## src/rtl/core/kmp_pkg.sv

```systemverilog
// Shared constants, types and helpers for the KMP substring search core.
`default_nettype none

package kmp_pkg;

    localparam int MAX_PATTERN = 8;
    localparam int IDX_W       = $clog2(MAX_PATTERN);
    localparam int CNT_W       = $clog2(MAX_PATTERN + 1);
    localparam int POS_W       = 16;
    localparam int ADDR_W      = 4;
    localparam int DATA_W      = 64;
    localparam int LEN_REG_W   = 4;

    localparam logic [CNT_W-1:0] LINK_NONE = '1;
    localparam logic [POS_W-1:0] POS_MAX   = '1;

    // register indexes, decoded from paddr[3]
    localparam logic REG_PATTERN = 1'b0;
    localparam logic REG_LENGTH  = 1'b1;

    typedef struct packed {
        logic [DATA_W-1:0] pattern;
        logic [CNT_W-1:0]  len;      // effective length, 1..MAX_PATTERN
    } cfg_t;

    function automatic logic [CNT_W-1:0] eff_len(input logic [LEN_REG_W-1:0] raw);
        logic [CNT_W-1:0] n;
        if (raw == '0)
            n = CNT_W'(1);
        else if (raw > LEN_REG_W'(MAX_PATTERN))
            n = CNT_W'(MAX_PATTERN);
        else
            n = CNT_W'(raw);
        return n;
    endfunction

endpackage

`default_nettype wire

```

## src/rtl/core/kmp_apb_regs.sv

```systemverilog
// APB register block: pattern bytes and pattern length.
`default_nettype none

module kmp_apb_regs
    import kmp_pkg::*;
(
    input  wire logic              clk,
    input  wire logic              rst_n,
    input  wire logic              psel,
    input  wire logic              penable,
    input  wire logic              pwrite,
    input  wire logic [ADDR_W-1:0] paddr,
    input  wire logic [DATA_W-1:0] pwdata,
    output logic      [DATA_W-1:0] prdata,
    output logic                   pready,
    output cfg_t                   cfg,
    output logic                   cfg_wr
);

    logic [DATA_W-1:0]    pattern_reg;
    logic [LEN_REG_W-1:0] length_reg;
    logic                 reg_sel;

    assign reg_sel = paddr[3];
    assign pready  = 1'b1;
    assign cfg_wr  = psel & penable & pwrite;

    always_ff @(posedge clk or negedge rst_n)
    begin
        if (!rst_n)
        begin
            pattern_reg <= '0;
            length_reg  <= LEN_REG_W'(1);
        end
        else if (cfg_wr)
        begin
            if (reg_sel == REG_PATTERN)
                pattern_reg <= pwdata;
            else
                length_reg <= pwdata[LEN_REG_W-1:0];
        end
    end

    assign prdata = (reg_sel == REG_LENGTH) ? {{(DATA_W-LEN_REG_W){1'b0}}, length_reg}
                                            : pattern_reg;

    assign cfg.pattern = pattern_reg;
    assign cfg.len     = eff_len(length_reg);

endmodule

`default_nettype wire

```

## src/rtl/core/kmp_byte_cmp.sv

```systemverilog
// Shared byte comparator: pattern byte A against pattern byte B or a text byte.
`default_nettype none

module kmp_byte_cmp
    import kmp_pkg::*;
(
    input  wire logic [DATA_W-1:0] pattern,
    input  wire logic [IDX_W-1:0]  idx_a,
    input  wire logic [IDX_W-1:0]  idx_b,
    input  wire logic              use_text,
    input  wire logic [7:0]        text,
    output logic                   eq
);

    logic [7:0] byte_a;
    logic [7:0] byte_b;

    assign byte_a = pattern[8*idx_a +: 8];
    assign byte_b = use_text ? text : pattern[8*idx_b +: 8];
    assign eq     = (byte_a == byte_b);

endmodule

`default_nettype wire

```

## src/rtl/core/kmp_link_ram.sv

```systemverilog
// Failure link store; entry zero is always "no link".
`default_nettype none

module kmp_link_ram
    import kmp_pkg::*;
(
    input  wire logic             clk,
    input  wire logic             we,
    input  wire logic [IDX_W-1:0] waddr,
    input  wire logic [CNT_W-1:0] wdata,
    input  wire logic [IDX_W-1:0] raddr,
    output logic      [CNT_W-1:0] rdata
);

    logic [CNT_W-1:0] mem_reg [1:MAX_PATTERN-1];

    always_ff @(posedge clk)
    begin
        if (we && (waddr != '0))
            mem_reg[waddr] <= wdata;
    end

    assign rdata = (raddr == '0) ? LINK_NONE : mem_reg[raddr];

endmodule

`default_nettype wire

```

## src/rtl/core/kmp_substring_search_core.sv

```systemverilog
// Top level: KMP substring search with table build and search sequencer.
`default_nettype none

//  channel | dir  | handshake             | payload
//  --------+------+-----------------------+-----------------------------
//  input   | in   | in_valid / in_ready   | text_byte, last_byte
//  output  | out  | out_valid / out_ready | found, match_start
//  config  | APB  | psel/penable/pready   | pattern_bytes @0, length @8
//
//  Each text byte is accepted in ST_IDLE, compared in ST_CMP (one compare
//  per failure link walked, all through the single byte comparator) and
//  finished in ST_FIN; a byte that arrives after the match skips the compare.
//  After reset and after every register write the failure table is rebuilt
//  by the same comparator, in ST_B_ADV and ST_B_SET for each advance and in
//  ST_B_ADV alone for each link followed; in_ready is low meanwhile.
//  A result waiting in the output register does not block the next byte; the
//  finish cycle holds only if a new result finds the register still full.

module kmp_substring_search_core
    import kmp_pkg::*;
(
    input  wire logic              clk,
    input  wire logic              rst_n,
    // input channel
    input  wire logic              in_valid,
    output logic                   in_ready,
    input  wire logic [7:0]        text_byte,
    input  wire logic              last_byte,
    // output channel
    output logic                   out_valid,
    input  wire logic              out_ready,
    output logic                   found,
    output logic      [POS_W-1:0]  match_start,
    // configuration port
    input  wire logic              psel,
    input  wire logic              penable,
    input  wire logic              pwrite,
    input  wire logic [ADDR_W-1:0] paddr,
    input  wire logic [DATA_W-1:0] pwdata,
    output logic      [DATA_W-1:0] prdata,
    output logic                   pready
);

    // sequencer states
    localparam logic [2:0] ST_B_ADV = 3'd0;  // table build: advance or follow link
    localparam logic [2:0] ST_B_SET = 3'd1;  // table build: write one link
    localparam logic [2:0] ST_IDLE  = 3'd2;
    localparam logic [2:0] ST_CMP   = 3'd3;  // search: compare / walk links
    localparam logic [2:0] ST_FIN   = 3'd4;  // search: result and text end

    // saturating add for the candidate start position
    function automatic logic [POS_W-1:0] pos_add(input logic [POS_W-1:0] s,
                                                 input logic [CNT_W-1:0] d);
        logic [POS_W:0] sum;
        sum = {1'b0, s} + (POS_W+1)'(d);
        return (sum > {1'b0, POS_MAX}) ? POS_MAX : sum[POS_W-1:0];
    endfunction

    cfg_t             cfg;
    logic             cfg_wr;

    logic [2:0]       state_reg,   state_next;
    logic [CNT_W-1:0] j_reg,       j_next;        // pattern index (build j / search j)
    logic [IDX_W-1:0] k_reg,       k_next;        // build k
    logic             k_none_reg,  k_none_next;   // build k is -1
    logic [CNT_W-1:0] matched_reg, matched_next;
    logic [POS_W-1:0] start_reg,   start_next;
    logic             done_reg,    done_next;
    logic             hit_reg,     hit_next;
    logic [7:0]       byte_reg,    byte_next;
    logic             last_reg,    last_next;
    logic             out_valid_reg, out_valid_next;
    logic             found_reg,   found_next;
    logic [POS_W-1:0] mstart_reg,  mstart_next;

    logic             link_we;
    logic [CNT_W-1:0] link_wdata;
    logic [IDX_W-1:0] link_raddr;
    logic [CNT_W-1:0] link_rdata;
    logic             cmp_use_text;
    logic             cmp_eq;
    logic             out_free;
    logic             emit;
    logic [CNT_W-1:0] j_inc;

    kmp_apb_regs u_regs (
        .clk     (clk),
        .rst_n   (rst_n),
        .psel    (psel),
        .penable (penable),
        .pwrite  (pwrite),
        .paddr   (paddr),
        .pwdata  (pwdata),
        .prdata  (prdata),
        .pready  (pready),
        .cfg     (cfg),
        .cfg_wr  (cfg_wr)
    );

    // one comparator: build compares pat[j] with pat[k], search compares
    // pat[j] with the latched text byte
    assign cmp_use_text = (state_reg == ST_CMP);

    kmp_byte_cmp u_cmp (
        .pattern  (cfg.pattern),
        .idx_a    (j_reg[IDX_W-1:0]),
        .idx_b    (k_reg),
        .use_text (cmp_use_text),
        .text     (byte_reg),
        .eq       (cmp_eq)
    );

    assign link_raddr = (state_reg == ST_CMP) ? j_reg[IDX_W-1:0] : k_reg;

    kmp_link_ram u_links (
        .clk   (clk),
        .we    (link_we),
        .waddr (j_reg[IDX_W-1:0]),
        .wdata (link_wdata),
        .raddr (link_raddr),
        .rdata (link_rdata)
    );

    assign j_inc    = j_reg + CNT_W'(1);
    assign out_free = !out_valid_reg || out_ready;
    assign emit     = hit_reg || (last_reg && !done_reg);
    assign in_ready = (state_reg == ST_IDLE);

    always_comb
    begin
        state_next     = state_reg;
        j_next         = j_reg;
        k_next         = k_reg;
        k_none_next    = k_none_reg;
        matched_next   = matched_reg;
        start_next     = start_reg;
        done_next      = done_reg;
        hit_next       = hit_reg;
        byte_next      = byte_reg;
        last_next      = last_reg;
        out_valid_next = out_valid_reg && !out_ready;
        found_next     = found_reg;
        mstart_next    = mstart_reg;
        link_we        = 1'b0;
        link_wdata     = cmp_eq ? link_rdata : CNT_W'(k_reg);

        case (state_reg)
            ST_B_ADV:
            begin
                if (j_inc >= cfg.len)
                    state_next = ST_IDLE;
                else if (k_none_reg || cmp_eq)
                begin
                    j_next      = j_inc;
                    k_next      = k_none_reg ? '0 : k_reg + IDX_W'(1);
                    k_none_next = 1'b0;
                    state_next  = ST_B_SET;
                end
                else if (link_rdata == LINK_NONE)
                    k_none_next = 1'b1;
                else
                    k_next = link_rdata[IDX_W-1:0];
            end

            ST_B_SET:
            begin
                // same byte at the fallback: inherit its link (optimized table)
                link_we    = 1'b1;
                state_next = ST_B_ADV;
            end

            ST_IDLE:
            begin
                if (in_valid)
                begin
                    byte_next = text_byte;
                    last_next = last_byte;
                    hit_next  = 1'b0;
                    j_next    = (matched_reg >= cfg.len) ? '0 : matched_reg;
                    state_next = done_reg ? ST_FIN : ST_CMP;
                end
            end

            ST_CMP:
            begin
                if (cmp_eq)
                begin
                    matched_next = j_inc;
                    hit_next     = (j_inc >= cfg.len);
                    state_next   = ST_FIN;
                end
                else if (link_rdata == LINK_NONE)
                begin
                    start_next   = pos_add(start_reg, j_inc);
                    matched_next = '0;
                    state_next   = ST_FIN;
                end
                else
                begin
                    start_next = pos_add(start_reg, j_reg - link_rdata);
                    j_next     = link_rdata;
                end
            end

            ST_FIN:
            begin
                if (!emit || out_free)
                begin
                    if (emit)
                    begin
                        out_valid_next = 1'b1;
                        found_next     = hit_reg;
                        mstart_next    = hit_reg ? start_reg : '0;
                    end
                    if (last_reg)
                    begin
                        matched_next = '0;
                        start_next   = '0;
                        done_next    = 1'b0;
                    end
                    else if (hit_reg)
                        done_next = 1'b1;
                    state_next = ST_IDLE;
                end
            end

            default:
            begin
                state_next = ST_IDLE;
            end
        endcase

        // register write: rebuild the table and restart the current text
        if (cfg_wr)
        begin
            state_next   = ST_B_ADV;
            j_next       = '0;
            k_next       = '0;
            k_none_next  = 1'b1;
            matched_next = '0;
            start_next   = '0;
            done_next    = 1'b0;
        end
    end

    always_ff @(posedge clk or negedge rst_n)
    begin
        if (!rst_n)
        begin
            state_reg     <= ST_B_ADV;
            j_reg         <= '0;
            k_reg         <= '0;
            k_none_reg    <= 1'b1;
            matched_reg   <= '0;
            start_reg     <= '0;
            done_reg      <= 1'b0;
            hit_reg       <= 1'b0;
            last_reg      <= 1'b0;
            out_valid_reg <= 1'b0;
        end
        else
        begin
            state_reg     <= state_next;
            j_reg         <= j_next;
            k_reg         <= k_next;
            k_none_reg    <= k_none_next;
            matched_reg   <= matched_next;
            start_reg     <= start_next;
            done_reg      <= done_next;
            hit_reg       <= hit_next;
            last_reg      <= last_next;
            out_valid_reg <= out_valid_next;
        end
    end

    // payload registers
    always_ff @(posedge clk)
    begin
        byte_reg   <= byte_next;
        found_reg  <= found_next;
        mstart_reg <= mstart_next;
    end

    assign out_valid   = out_valid_reg;
    assign found       = found_reg;
    assign match_start = mstart_reg;

endmodule

`default_nettype wire
```

## config.mk

```make
export PLATFORM = sky130hd
export DESIGN_NAME = kmp_substring_search_core
export DESIGN_NICKNAME = d
export VERILOG_FILES = /design/src/rtl/core/kmp_pkg.sv /design/src/rtl/core/kmp_apb_regs.sv /design/src/rtl/core/kmp_byte_cmp.sv /design/src/rtl/core/kmp_link_ram.sv /design/src/rtl/core/kmp_substring_search_core.sv
export SDC_FILE = /design/constraint.sdc
export NUM_CORES = 1
export LEC_CHECK = 0
export BUFFER_PORTS_ARGS = -buffer_cell sky130_fd_sc_hd__buf_2
export CORE_ASPECT_RATIO = 0.6
export CORE_UTILIZATION = 28
export DETAILED_ROUTE_END_ITERATION = 6
export PLACE_DENSITY = 0.43
export SLEW_MARGIN = 20
export SYNTH_ARGS = -nofsm -noshare
export SYNTH_HDL_FRONTEND = slang
export SYNTH_HIERARCHICAL = 1
export SYNTH_SLANG_ARGS = --single-unit
```

## constraint.sdc

```tcl
create_clock -name clk -period 8.2 [get_ports clk]
set_input_delay 0.82 -clock clk [delete_from_list [all_inputs] [get_ports clk]]
set_output_delay 0.82 -clock clk [all_outputs]
set_load 0.02 [all_outputs]
```

# Word level (Yosys, flattened, before mapping)
# Memories as Yosys holds them, arrays and structs flattened.
# Cells that the tools add are included.
[word_totals] inputBits=84 mem_count=1 wordCells=148 ramBits=28 regBits=128
[op_classes] reduce_logical=35 n_lt_le_gt_ge=5 eq_ne=19 addsub=5 n_shift=2 muxes=63 bitwise_logic=3
[memory_table] name="u_links.mem_reg" depth=7 word_bits=4 rd=1 rd_clocked_by_memory_dff=0 wr=1 line_no="kmp_link_ram.sv:15" source="logic [CNT_W-1:0] mem_reg [1:MAX_PATTERN-1];"
[op_table] op="variable part select 64 x 7 -> 8 bit" n=2
[op_table] op="2-to-1 mux 16 bit" n=7
[op_table] op="2-to-1 mux 4 bit" n=16
[op_table] op="2-to-1 mux 64 bit" n=1
[op_table] op="2-to-1 mux 3 bit" n=15
[op_table] op="adder 16 x 4 -> 17 bit" n=2
[op_table] op="> comparator 17 x 16 -> 1 bit, second input constant" n=2
[op_table] op="case mux 16 bit (2 select lines)" n=1
[op_table] op="inequality test 3 bit, second input constant" n=7
[op_table] op="2-to-1 mux 1 bit" n=18
[op_table] op="case mux 3 bit (5 select lines)" n=1
[op_table] op="AND reduction 3 bit" n=5
[op_table] op="case mux 4 bit (3 select lines)" n=1
[op_table] op="AND reduction 4 bit" n=3
[op_table] op="nonzero test 3 bit" n=4
[op_table] op="== test 8 bit" n=1
[op_table] op="greater-or-equal comparator 4 bit" n=2
[op_table] op="2-to-1 mux 8 bit" n=1
[op_table] op="inequality test 4 bit, second input constant" n=2
[op_table] op="case mux 4 bit (2 select lines)" n=1
[op_table] op="nonzero test 2 bit" n=4
[op_table] op="== test 3 x 2 -> 1 bit, second input constant" n=2
[op_table] op="zero test 3 bit" n=2
[op_table] op="inequality test 2 bit, second input constant" n=3
[op_table] op="18 further kinds" n=29

# Logic depth before layout (Yosys ltp)
# Gate-level depths: netlist of the first run.
[logic_depth] ltp_word=12 depth_mapped=23 depth_no_buf=20

# Hierarchy
# The synthesis of the first run kept the hierarchy.
[modules_own_cells] module="kmp_substring_search_core" area_each_um2=3942.5 cells_each=406 n_inst=1
[modules_own_cells] module="kmp_apb_regs" area_each_um2=3279.4 cells_each=224 n_inst=1
[modules_own_cells] module="kmp_byte_cmp" area_each_um2=1232.4 cells_each=110 n_inst=1
[modules_own_cells] module="kmp_link_ram" area_each_um2=1174.9 cells_each=69 n_inst=1

# Worst setup path before layout of the first run
# Ideal clock, no wire load.
[synth_timing] path_type="register to register" start="register state_reg[1]" end="register start_reg[13]" path_stages_with_launch=22 n_path_buf=3 t_arrival_ps=4508 setup_ps=121 setup_slack_ps=3571 cell_sequence="dfrtp_1 -> buf_2 -> inv_1 -> nor2_1 -> nand2_1 -> mux2_2 -> buf_6 -> buf_12 -> mux2i_1 -> o221ai_1 -> inv_1 -> ha_1 -> a21o_1 -> a21oi_1 -> xnor2_1 -> ha_1 -> a21oi_1 -> a211oi_1 -> a21oi_1 -> nand2_1 -> a311o_1 -> a22o_1"
[synth_between] elab_chain_len=12
[synth_lines] element="start, declared" line_no="kmp_substring_search_core.sv:62" source="logic [2:0] state_reg, state_next;"
[synth_lines] element="start signal, assigned" line_no="kmp_substring_search_core.sv:263" source="state_reg <= state_next;"
[synth_lines] element="== test 3 x 2 -> 1 bit *" line_no="kmp_substring_search_core.sv:113" source="assign link_raddr = (state_reg == ST_CMP) ? j_reg[IDX_W-1:0] : k_reg;"
[synth_lines] element="2-to-1 mux 3 bit *" line_no="kmp_substring_search_core.sv:113"
[synth_lines] element="named net link_raddr[1]" line_no="kmp_substring_search_core.sv:78" source="logic [IDX_W-1:0] link_raddr;"
[synth_lines] element="memory read (7 x 4 bit) / zero test 3 bit (equally long branches)"
[synth_lines] element="2-to-1 mux 4 bit *" line_no="kmp_link_ram.sv:23" source="assign rdata = (raddr == '0) ? LINK_NONE : mem_reg[raddr];"
[synth_lines] element="named net link_rdata[1]" line_no="kmp_substring_search_core.sv:79" source="logic [CNT_W-1:0] link_rdata;"
[synth_lines] element="subtractor 4 bit" line_no="kmp_substring_search_core.sv:200" source="start_next = pos_add(start_reg, j_reg - link_rdata);"
[synth_lines] element="adder 16 x 4 -> 17 bit" line_no="kmp_substring_search_core.sv:55" source="sum = {1'b0, s} + (POS_W+1)'(d);"
[synth_lines] element="> comparator 17 x 16 -> 1 bit" line_no="kmp_substring_search_core.sv:56" source="return (sum > {1'b0, POS_MAX}) ? POS_MAX : sum[POS_W-1:0];"
[synth_lines] element="2-to-1 mux 16 bit" line_no="kmp_substring_search_core.sv:56"
[synth_lines] element="2-to-1 mux 16 bit *" line_no="kmp_substring_search_core.sv:192" source="else if (link_rdata == LINK_NONE)"
[synth_lines] element="2-to-1 mux 16 bit *" line_no="kmp_substring_search_core.sv:186" source="if (cmp_eq)"
[synth_lines] element="case mux 16 bit (2 select lines) *" line_no="kmp_substring_search_core.sv:147" source="case (state_reg)"
[synth_lines] element="2-to-1 mux 16 bit *" line_no="kmp_substring_search_core.sv:234" source="if (cfg_wr)"
[synth_lines] element="end signal, assigned" line_no="kmp_substring_search_core.sv:268" source="start_reg <= start_next;"
[synth_lines] element="end, declared" line_no="kmp_substring_search_core.sv:67" source="logic [POS_W-1:0] start_reg, start_next;"
# The timed path passes the listed nets; every way through them passes the cells marked *. The select of a mux whose other input is x is not followed.
# A chain may end at the register's enable or synchronous reset.

# Worst setup path in the final report of the first run
# Same ends and word-level chain as after synthesis.

==> metrics.md, run 1 <==
| Metric | Value |
|---|---|
| Iter 0 DRT Violations | `711` |
| Clock Power Share | `19.8%` |
| Met2 usage | `20.63%` |
| Most frequent cells in the layout | `buf_2 (162), dfrtp_1 (101), nor2b_1 (67)` |
| Total core area | `33770 um^2` |
| Critical setup path kind | `reg -> reg` |
| Clock root buffer | `clkbuf_16` |
| Area leader, netlist | `dfrtp_1` |
| Max-slew violations | `0` |
| Syn_area_per_cell | `11.90 um^2` |
| Post_cts resized | `0` |
| Hold Vio Cnt, Final | `0` |
| CTS tree | `yes` |
| Synthesis warning total | `6` |
| Routed vias/inst | `4.999` |
| Routed Antenna Nets | `0` |
| Fin cells | `1431` |
| Reg clk slew, reported paths | `0.07 ns` |
| DR WL/cell | `20.82 um` |
| Row cnt | `52` |
| Crit start category | `flop` |
| Vias in the first global route | `6741` |
| Max Freq | `169.1 MHz` |
| Post-synth EDFFs | `53` |
| Synth top area share | `26.25%` |
| Final min period | `5.913 ns` |
| Final worst path period share | `72.11%` |
| GRT overflow | `0` |
| Share of cells above drive strength 1 | `33.09%` |
| Logic pwr share | `50.2%` |
| Synthesized Nets | `918` |
| Final setup viols | `0` |
| Worst-Margin Slew | `0.9353 ns` |
| Die H | `145.6 um` |
| WP data required | `8.54 ns` |
| CTS Hold Buffers Added | `0` |
| Tot GR Track Use | `17.32%` |
| Initial Utilization | `28.52%` |
| Internal power | `0.002255 W` |
| Switching share of total power | `43.24%` |
| Initial antenna violation count | `1` |
| Die area | `35160 um^2` |
| # DRC | `0` |
| # placed instances | `1397` |
| Asr flop ratio synth | `66.03%` |
| Slew HR | `37.65%` |
| Commonest non-fill, non-tap cell in the layout | `buf_2` |
| Synthesized area | `9629 um^2` |
| Leak pwr | `4.918 nW` |
| Grt met3 use | `3.395%` |
| Worst Path Arrival | `6.25 ns` |
| Syn Inst Count | `809` |
| Predominant post-synthesis flop cell | `dfrtp_1` |
| Crit-path max FO | `14` |
| TritonCTS Buffers | `17` |
| Largest net degree at the start of global routing | `67` |
| Hold WC Path Type | `in -> async` |
| IO Count | `168` |
| TritonCTS Sinks | `156` |
| Worst-Skew Late Latency | `0.44 ns` |
| NetSw | `0.001718 W` |
| Final nets | `1066` |
| First-pass GRT wire length | `44540 um` |
| Distinct cells, synth | `81` |
| GR Util met1 | `30.09%` |
| Max-cap violations | `0` |
| Sequential share of the synthesized area | `43.32%` |
| GRT busiest layer | `met1` |
| Top cells by area, synth | `dfrtp_1 (26%), edfxtp_1 (17%), mux2_4 (9.4%)` |
| Post-synthesis register bit count | `156` |
| Port Buf Inserts | `163` |
| Die W | `241.4 um` |
| HPWL after detailed placement | `22370 um` |
| Final GP Congestion | `0.7956` |
| Clock Path Buffers | `2` |
| Largest register FFs | `64` |
| Routed wire length | `29800 um` |
| Worst VDD drop | `0.0001590 V` |
| Vias | `7154` |
| Seq pwr share | `30.0%` |
| Drt pass-1 iters | `5` |
| TNS Setup | `0 ns` |
| Status | `finished, final reports clean` |
| Area grow syn2layout | `17.93%` |
| Crit path capture type | `flop` |
| RSZ-0062 raised after global routing | `false` |
| Clock skew | `0.01752 ns` |
| PwrDens | `349.9 nW/um^2` |
| Setup Buffers After CTS | `0` |
| Htree depth | `4` |
==> synth_stat cells (4+ instances only) <==
| cell type | instances |
|---|---|
| mux2_4 | 60 |
| mux4_1 | 5 |
| o21ai_0 | 28 |
| nand4_1 | 13 |
| inv_1 | 24 |
| nor3b_1 | 5 |
| o211ai_1 | 7 |
| mux2i_1 | 40 |
| o21a_1 | 5 |
| buf_4 | 5 |
| o31ai_1 | 8 |
| a21oi_1 | 18 |
| nand2b_1 | 14 |
| mux2_2 | 19 |
| nor2b_1 | 67 |
| clkbuf_1 | 18 |
| a21o_1 | 12 |
| buf_6 | 14 |
| buf_2 | 8 |
| xor2_1 | 8 |
| o21ai_1 | 4 |
| a221oi_1 | 6 |
| a31oi_1 | 5 |
| or3_1 | 5 |
| o22ai_1 | 13 |
| and2_1 | 14 |
| nor2_1 | 37 |
| nor3_1 | 7 |
| a211o_1 | 8 |
| nand3_1 | 12 |
| dfrtp_1 | 101 |
| ha_1 | 22 |
| mux4_2 | 17 |
| edfxtp_1 | 53 |
| o41ai_1 | 4 |
| xnor2_1 | 13 |
| mux2_1 | 4 |
| nand2_1 | 40 |
==> cell type report <==
| class | instances | area [um^2] |
|---|---|---|
| Clock inverter | 14 | 140.1 |
| Clock buffer | 18 | 429.2 |
| Timing Repair Buffer | 178 | 930.9 |
| Fill cell | 3434 | 22410 |
| Antenna cell | 2 | 5.005 |
| Sequential cell | 156 | 4172 |
| Tap cell | 459 | 574.3 |
| Multi-Input combinational cell | 579 | 5011 |
| Inverter | 25 | 93.84 |
==> per-layer routing <==
layer	part of all wire (%)	vias up
met5	0.027	-
met4	0.81	2
met3	5.8	17
met2	37	213
met1	56	3596
li1	-	3326
==> through the flow <==
stage	total power [W]	worst slack [ns]	cell area (um^2)	hold slack, ns	util (%)
6_report	0.003973	2.287	11360	0.3520	33.63
3_5_place_dp	0.003186	2.315	10780	0.5423	31.93
5_1_grt	0.004247	1.691	11350	0.3884	33.61
3_3_place_gp	0.003182	2.334	10780	0.5419	31.93
2_1_floorplan	0.002646	3.571	9629	0.4954	-
4_1_cts	0.003995	2.289	11350	0.3684	33.61
==> kinds of logic after synthesis <==
group	Yosys count	synth area share [%]
fa+ha+maj	25	3.482
other cells	1	0.03894
flops	156	43.32
xor+xnor	21	1.910
compound gates	155	11.59
simple gates	232	13.38
mux	145	21.54
buf+inv	74	4.730
==> power by group through the flow <==
| stage | Sequential [W] | Clock [W] | Combinational [W] |
|---|---|---|---|
| after global placement | 0.00120 | 0 | 0.00198 |
| final | 0.00119 | 0.000786 | 0.00200 |
| after CTS | 0.00119 | 0.000813 | 0.00199 |
| after floorplan | 0.00111 | 0 | 0.00153 |
| after detailed placement | 0.00120 | 0 | 0.00198 |
| after global routing | 0.00122 | 0.000840 | 0.00219 |
==> worst paths after layout <==
path | slack, ns | depth (start not counted) | startpoint | to
worst max-delay path | 2.29 | 19 | state_reg[1] | start_reg[13]
worst min-delay path | 0.35 | 1 | rst_n | u_regs/pattern_reg[50]
worst max register to register | 2.29 | 19 | state_reg[1] | start_reg[13]
worst min register to register | 0.56 | 1 | start_reg[11] | start_reg[11]
max in group asynchronous | 6.46 | 2 | rst_n | u_regs/pattern_reg[6]
min in group clk | 0.55 | 1 | text_byte[0] | byte_reg[0]
==> worst max-delay path, stage by stage (launching register included) <==
cell      delay, ns
dfrtp_1        0.53
inv_1          0.14
nor2_1         0.39
nand2_1        0.27
o21ai_0        0.62
nand2b_1       0.25
o221ai_1       0.63
inv_1          0.18
ha_1           0.31
a21o_1         0.17
a21oi_1        0.16
xnor2_1        0.17
ha_1           0.29
a21oi_1        0.39
a211oi_1       0.21
a21oi_1        0.18
buf_4          0.24
nand2_1        0.09
a311o_1        0.35
a22o_1         0.22
No activity file was read; power rests on OpenSTA's default activity.
==> run 2, diff against run 1 <==
==> constraint.sdc (replaced) <==
create_clock -name clk -period 5.95 [get_ports clk]
set_input_delay 0.595 -clock clk [delete_from_list [all_inputs] [get_ports clk]]
set_output_delay 0.595 -clock clk [all_outputs]
set_load 0.02 [all_outputs]
==> run 2 against run 1 <==
Global-route usage about the same. Combinational power up 41%. Core utilization up 0.23 points. Critical path type unchanged. Critical endpoint unchanged. Highest routed layer is now met4.
==> metrics.md, run 2 (synthesized netlist as in run 1, its figures left out) <==
| Metric | Value |
|---|---|
| Initial antenna violation count | `0 (-1)` |
| Die area | `35160 um^2 (unchanged)` |
| Clock skew | `0.01325 ns (-0.004268 ns)` |
| Vias in the first global route | `6665 (-1.1%)` |
| Iter 0 DRT Violations | `549 (-23%)` |
| Critical setup path kind | `reg -> reg` |
| Final worst path period share | `87.92% (+16 points)` |
| Hold Vio Cnt, Final | `0 (unchanged)` |
| Setup Buffers After CTS | `0 (unchanged)` |
| First-pass GRT wire length | `44440 um (-0.23%)` |
| Max-slew violations | `0 (unchanged)` |
| WP data required | `6.28 ns (-2.26 ns)` |
| CTS tree | `yes` |
| CTS Hold Buffers Added | `0 (unchanged)` |
| Max Freq | `191.2 MHz (+13%)` |
| Status | `finished, final reports clean` |
| Reg clk slew, reported paths | `0.07 ns (about the same)` |
| PwrDens | `486.0 nW/um^2 (+39%)` |
| # DRC | `0 (unchanged)` |
| Worst-Skew Late Latency | `0.44 ns (about the same)` |
| RSZ-0062 raised after global routing | `false` |
| Largest net degree at the start of global routing | `67 (unchanged)` |
| Post_cts resized | `0 (unchanged)` |
| Leak pwr | `4.961 nW (+0.89%)` |
| Final nets | `1075 (+0.84%)` |
| Crit-path max FO | `11 (-3)` |
| Vias | `7030 (-1.7%)` |
| TritonCTS Sinks | `156 (unchanged)` |
| Max-cap violations | `0 (unchanged)` |
| TNS Setup | `0 ns (unchanged)` |
| Tot GR Track Use | `17.29% (-0.027 points)` |
| Area grow syn2layout | `18.75%` |
| Routed vias/inst | `4.885 (-2.3%)` |
| TritonCTS Buffers | `17 (unchanged)` |
| Slew HR | `36.45% (-1.2 points)` |
| Worst Path Arrival | `5.56 ns (-0.69 ns)` |
| Share of cells above drive strength 1 | `33.61% (+0.51 points)` |
| Final setup viols | `0 (unchanged)` |
| HPWL after detailed placement | `22320 um (-0.23%)` |
| IO Count | `168 (unchanged)` |
| Routed wire length | `29800 um (about the same)` |
| Row cnt | `52 (unchanged)` |
| Routed Antenna Nets | `0 (unchanged)` |
| Worst VDD drop | `0.0002720 V (+71%)` |
| Die H | `145.6 um (unchanged)` |
| Clock root buffer | `clkbuf_16` |
| Final GP Congestion | `0.7871 (-1.1%)` |
| Initial Utilization | `28.52% (unchanged)` |
| Commonest non-fill, non-tap cell in the layout | `buf_2` |
| Final min period | `5.231 ns (-0.6817 ns)` |
| Htree depth | `4 (unchanged)` |
| Worst-Margin Slew | `0.9483 ns (+0.01298 ns)` |
| Total core area | `33770 um^2 (unchanged)` |
| Crit path capture type | `flop` |
| GRT overflow | `0 (unchanged)` |
| Clock Path Buffers | `2 (unchanged)` |
| # placed instances | `1406 (+0.64%)` |
| Drt pass-1 iters | `5 (unchanged)` |
| Hold WC Path Type | `in -> async` |
| Die W | `241.4 um (unchanged)` |
| Fin cells | `1439 (+0.56%)` |
| Port Buf Inserts | `163 (unchanged)` |
| DR WL/cell | `20.71 um (-0.55%)` |
| Most frequent cells in the layout | `buf_2 (162), dfrtp_1 (101), nor2b_1 (67)` |
| Fillers | `3422 (-0.35%)` |
| Crit start category | `flop` |
| Largest register FFs | `64 (unchanged)` |
[run 2: cell types whose count changed in the layout (fill, tap and decap cells not counted), sizes merged]
cell / delta
buf: +9
clkinv: -4
inv: +3
clkinvlp: +1
diode: -1
[run 2: metal layers]
metal	GRT usage (%)	vias up	part of all wire, %
met1	30.17	3529	57
li1	-	3328	-
met2	20.66	161	38
met4	3.418	0	0.64
met5	0	-	0
met3	3.300	12	4.4
[run 2: stage by stage]
step	hold slack (ns)	area (um^2)	utilization, %	total power [W]	setup WS (ns)
5_1_grt	0.3021	11430	33.86	0.005910	0.3811
3_5_place_dp	0.5370	10850	32.13	0.004433	0.8152
6_report	0.2561	11430	33.86	0.005557	0.7187
2_1_floorplan	0.2994	9629	-	0.003646	1.321
3_3_place_gp	0.5467	10850	32.13	0.004432	0.8495
4_1_cts	0.2964	11430	33.86	0.005567	0.7883
[run 2: path summary, 6_finish.rpt]
path	start	endpoint	slack, ns	cells past startpoint
min in group clk	text_byte[0]	byte_reg[0]	0.32	1
max	state_reg[1]	start_reg[13]	0.72	20
max reg2reg	state_reg[1]	start_reg[13]	0.72	20
min	rst_n	u_regs/pattern_reg[56]	0.26	1
max in group asynchronous	rst_n	u_regs/pattern_reg[63]	4.54	2
min reg2reg	u_regs/length_reg[1]	u_regs/length_reg[1]	0.55	1
[run 2: critical path: stages, from the launching register on]
cell and delay, ns:
dfrtp_1 0.54, inv_1 0.14, nor2_1 0.14, nand2_1 0.21, mux2_2 0.49, buf_4 0.24, mux2i_1 0.29, a211o_1 0.17
o221ai_1 0.23, ha_1 0.27, inv_1 0.08, a21o_1 0.11, a21oi_1 0.07, xnor2_1 0.22, ha_1 0.29, a21oi_1 0.40
a211oi_1 0.21, a21oi_1 0.27, nand2_1 0.13, a311o_1 0.36, a22o_1 0.22
[run 2: area by class of cell]
type / count / area [um^2] / share of cell area [%]
flip-flops and latches: 156 / 4172 / 36.48
clock buffers: 18 / 429.2 / 3.753
inverters: 25 / 93.84 / 0.8207
repair buffers: 187 / 998.5 / 8.732
multi-input cells: 579 / 5011 / 43.82
well taps: 459 / 574.3 / 5.022
diodes: 1 / 2.502 / 0.02188
clock inverters: 14 / 153.9 / 1.346
[run 2: report_power, final]
part | internal [W] | switching [W]
Clock | 0.000593 | 0.000508
Sequential | 0.00135 | 0.000281
Combinational | 0.00121 | 0.00161
Total | 0.00316 | 0.00240
==> run 3, diff against run 2 <==
--- a/config.mk
+++ b/config.mk
@@ -7,9 +7,11 @@
 export LEC_CHECK = 0
 export BUFFER_PORTS_ARGS = -buffer_cell sky130_fd_sc_hd__buf_2
 export CORE_ASPECT_RATIO = 0.6
-export CORE_UTILIZATION = 28
+export CORE_UTILIZATION = 57
 export DETAILED_ROUTE_END_ITERATION = 6
-export PLACE_DENSITY = 0.43
+export GPL_TIMING_DRIVEN = 1
+export HOLD_SLACK_MARGIN = 0.1
+export PLACE_DENSITY = 0.78
 export SLEW_MARGIN = 20
 export SYNTH_ARGS = -nofsm -noshare
 export SYNTH_HDL_FRONTEND = slang
==> run 3 against run 2 <==
Setup slack gained 0.11 ns. Clock skew shrank 0.0035 ns. Register-to-register slack gained 0.11 ns. Routed wire length shrank 17%. Combinational power shrank 2%. Core utilization grew 34 points. Sequential share of layout area grew 1.1 points. First-iteration DRC count grew 79%. Clock power shrank 4%. Cell area shrank 2.9%. Largest cell class unchanged.
==> metrics.md, run 3 (synthesized netlist as in run 1, its figures left out) <==
| Metric | Value |
|---|---|
| Leak pwr | `4.938 nW (-0.47%)` |
| Final setup viols | `0 (unchanged)` |
| Final min period | `5.122 ns (-0.1090 ns)` |
| Crit-path cells | `inv_1 > nor2_1 > nand2_1 > mux2_2 > mux2i_1 > a211o_1 > o221ai_1 > inv_1 > ha_1 > a21o_1 > a21oi_1 > xnor2_1 > ha_1 > a21oi_1 > a211oi_1 > a21oi_1 > nand2_1 > a311o_1 > a22o_1` |
| CP startpoint | `state_reg[1]` |
| Max-slew violations | `0 (unchanged)` |
| TNS Setup | `0 ns (unchanged)` |
| First-pass GRT wire length | `39010 um (-12%)` |
| CP max-delay cell | `mux2_2` |
| Largest register FFs | `64 (unchanged)` |
| Max Freq | `195.2 MHz (+2.1%)` |
| WP buf/inv | `2 (-1)` |
| Slew HR | `36.32% (-0.13 points)` |
| Setup Buffers After CTS | `0 (unchanged)` |
| Switching share of total power | `42.48% (-0.66 points)` |
| Worst-Skew Late Latency | `0.42 ns (-0.02 ns)` |
| Launching point of the worst reg2reg path | `state_reg[1]` |
| Row cnt | `36 (-31%)` |
| Dpl ws | `0.9989 ns (+0.1837 ns)` |
| Vias in the first global route | `6829 (+2.5%)` |
| Cell area after layout | `11110 um^2 (-2.9%)` |
| Tot Pwr | `0.005463 W (-1.7%)` |
| Htree depth | `4 (unchanged)` |
| Die H | `102.7 um (-29%)` |
| IO Count | `168 (unchanged)` |
| RSZ-0062 raised after global routing | `false` |
| Internal power | `0.003142 W (-0.56%)` |
| # DRC | `0 (unchanged)` |
| WP data required | `6.27 ns (about the same)` |
| Hold WC Path Type | `in -> async` |
| Routed Antenna Nets | `0 (unchanged)` |
| Clock Path Buffers | `2 (unchanged)` |
| Die area | `17430 um^2 (-50%)` |
| Crit-path max FO | `16 (+5)` |
| Tot GR Track Use | `29.86% (+13 points)` |
| ANT cells | `0 (-1)` |
| Crit start category | `flop` |
| HPWL after detailed placement | `17810 um (-20%)` |
| Most used cell, CP | `a21oi_1` |
| Max-cap violations | `0 (unchanged)` |
| Area grow syn2layout | `15.35%` |
| Routed wire length | `24870 um (-17%)` |
| Most frequent cells in the layout | `buf_2 (162), dfrtp_1 (101), nor2b_1 (67)` |
| Clock root buffer | `clkbuf_16` |
| Reg clk slew, reported paths | `0.07 ns (about the same)` |
| NetSw | `0.002320 W (-3.2%)` |
| Vias | `7394 (+5.2%)` |
| TritonCTS Buffers | `17 (unchanged)` |
| Clock Power Share | `19.3% (-0.5 points)` |
| Initial Utilization | `58.89% (+30 points)` |
| Worst VDD drop | `0.0002828 V (+4.0%)` |
| Hold Vio Cnt, Final | `0 (unchanged)` |
| TritonCTS Sinks | `156 (unchanged)` |
| Routed vias/inst | `6.141 (+26%)` |
| CP delay by family, top | `compound AO/OA/AOI/OAI gates` |
| Max incr delay on CP | `0.60 ns (+0.06 ns)` |
| Final worst path period share | `86.09% (-1.8 points)` |
| Critical setup path kind | `reg -> reg` |
| Worst-Margin Slew | `0.9552 ns (+0.006965 ns)` |
| Seq pwr share | `29.9% (+0.5 points)` |
| Initial antenna violation count | `1 (+1)` |
| DR WL/cell | `20.66 um (-0.24%)` |
| Die W | `169.8 um (-30%)` |
| Setup WS post-layout | `0.8277 ns (+0.1090 ns)` |
| Total core area | `16350 um^2 (-52%)` |
| CTS tree | `yes` |
| Status | `finished, final reports clean` |
| Worst Path Arrival | `5.44 ns (-0.12 ns)` |
| Crit path capture type | `flop` |
| Logic pwr share | `50.7% (about the same)` |
| Clock skew | `0.009727 ns (-0.003523 ns)` |
| GRT overflow | `0 (unchanged)` |
| Final GP Congestion | `0.9313 (+18%)` |
| Largest net degree at the start of global routing | `67 (unchanged)` |
| Commonest non-fill, non-tap cell in the layout | `buf_2` |
| Port Buf Inserts | `163 (unchanged)` |
| Final nets | `1072 (-0.28%)` |
| Drt pass-1 iters | `6 (+1)` |
| CTS Hold Buffers Added | `0 (unchanged)` |
| PwrDens | `491.8 nW/um^2 (+1.2%)` |
| Post-DP Area | `10540 um^2 (-2.9%)` |
| Post_cts resized | `0 (unchanged)` |
| Share of cells above drive strength 1 | `33.50% (-0.10 points)` |
| Iter 0 DRT Violations | `983 (+79%)` |
==> run 3: final timing paths <==
path | to | slack [ns] | cells after the start
worst max-delay path | start_reg[13] | 0.83 | 19
worst min-delay path | u_regs/pattern_reg[34] | 0.20 | 1
worst max register to register | start_reg[13] | 0.83 | 19
worst min register to register | start_reg[2] | 0.55 | 1
max in group asynchronous | u_regs/pattern_reg[9] | 4.59 | 2
min in group clk | byte_reg[0] | 0.34 | 1
==> run 3: final cells by class <==
type,count,area (um^2)
clock buffer,20,467.9
multi-input combinational,579,5011
tap,228,285.3
timing repair buffer,184,975.9
inverter,25,93.84
fill,1192,5244
sequential,156,4172
clock inverter,12,101.3
==> run 3: power by group through the flow <==
stage          clock network (W)  registers (W)  logic (W)
6_report                 0.00106        0.00163    0.00277
4_1_cts                  0.00107        0.00163    0.00272
2_1_floorplan                  0        0.00153    0.00211
3_3_place_gp                   0        0.00163    0.00262
5_1_grt                  0.00111        0.00167    0.00298
3_5_place_dp                   0        0.00164    0.00268
==> run 3: metrics by stage <==
step	util (%)	std cells	hold slack, ns
final	67.93	1204	0.1957
after global routing	67.93	1204	0.2541
after CTS	67.93	1204	0.2157
after detailed placement	64.45	1172	0.5390
after global placement	64.45	1172	0.5274
after floorplan	-	809	0.2994
==> run 3: metal layers <==
metal | vias up | GRT usage [%] | wire length, um
li1 | 3321 | - | -
met1 | 3585 | 48.22 | 11690
met2 | 453 | 39.75 | 9917
met3 | 33 | 7.370 | 3001
met4 | 2 | 5.891 | 251
met5 | - | 0 | 13
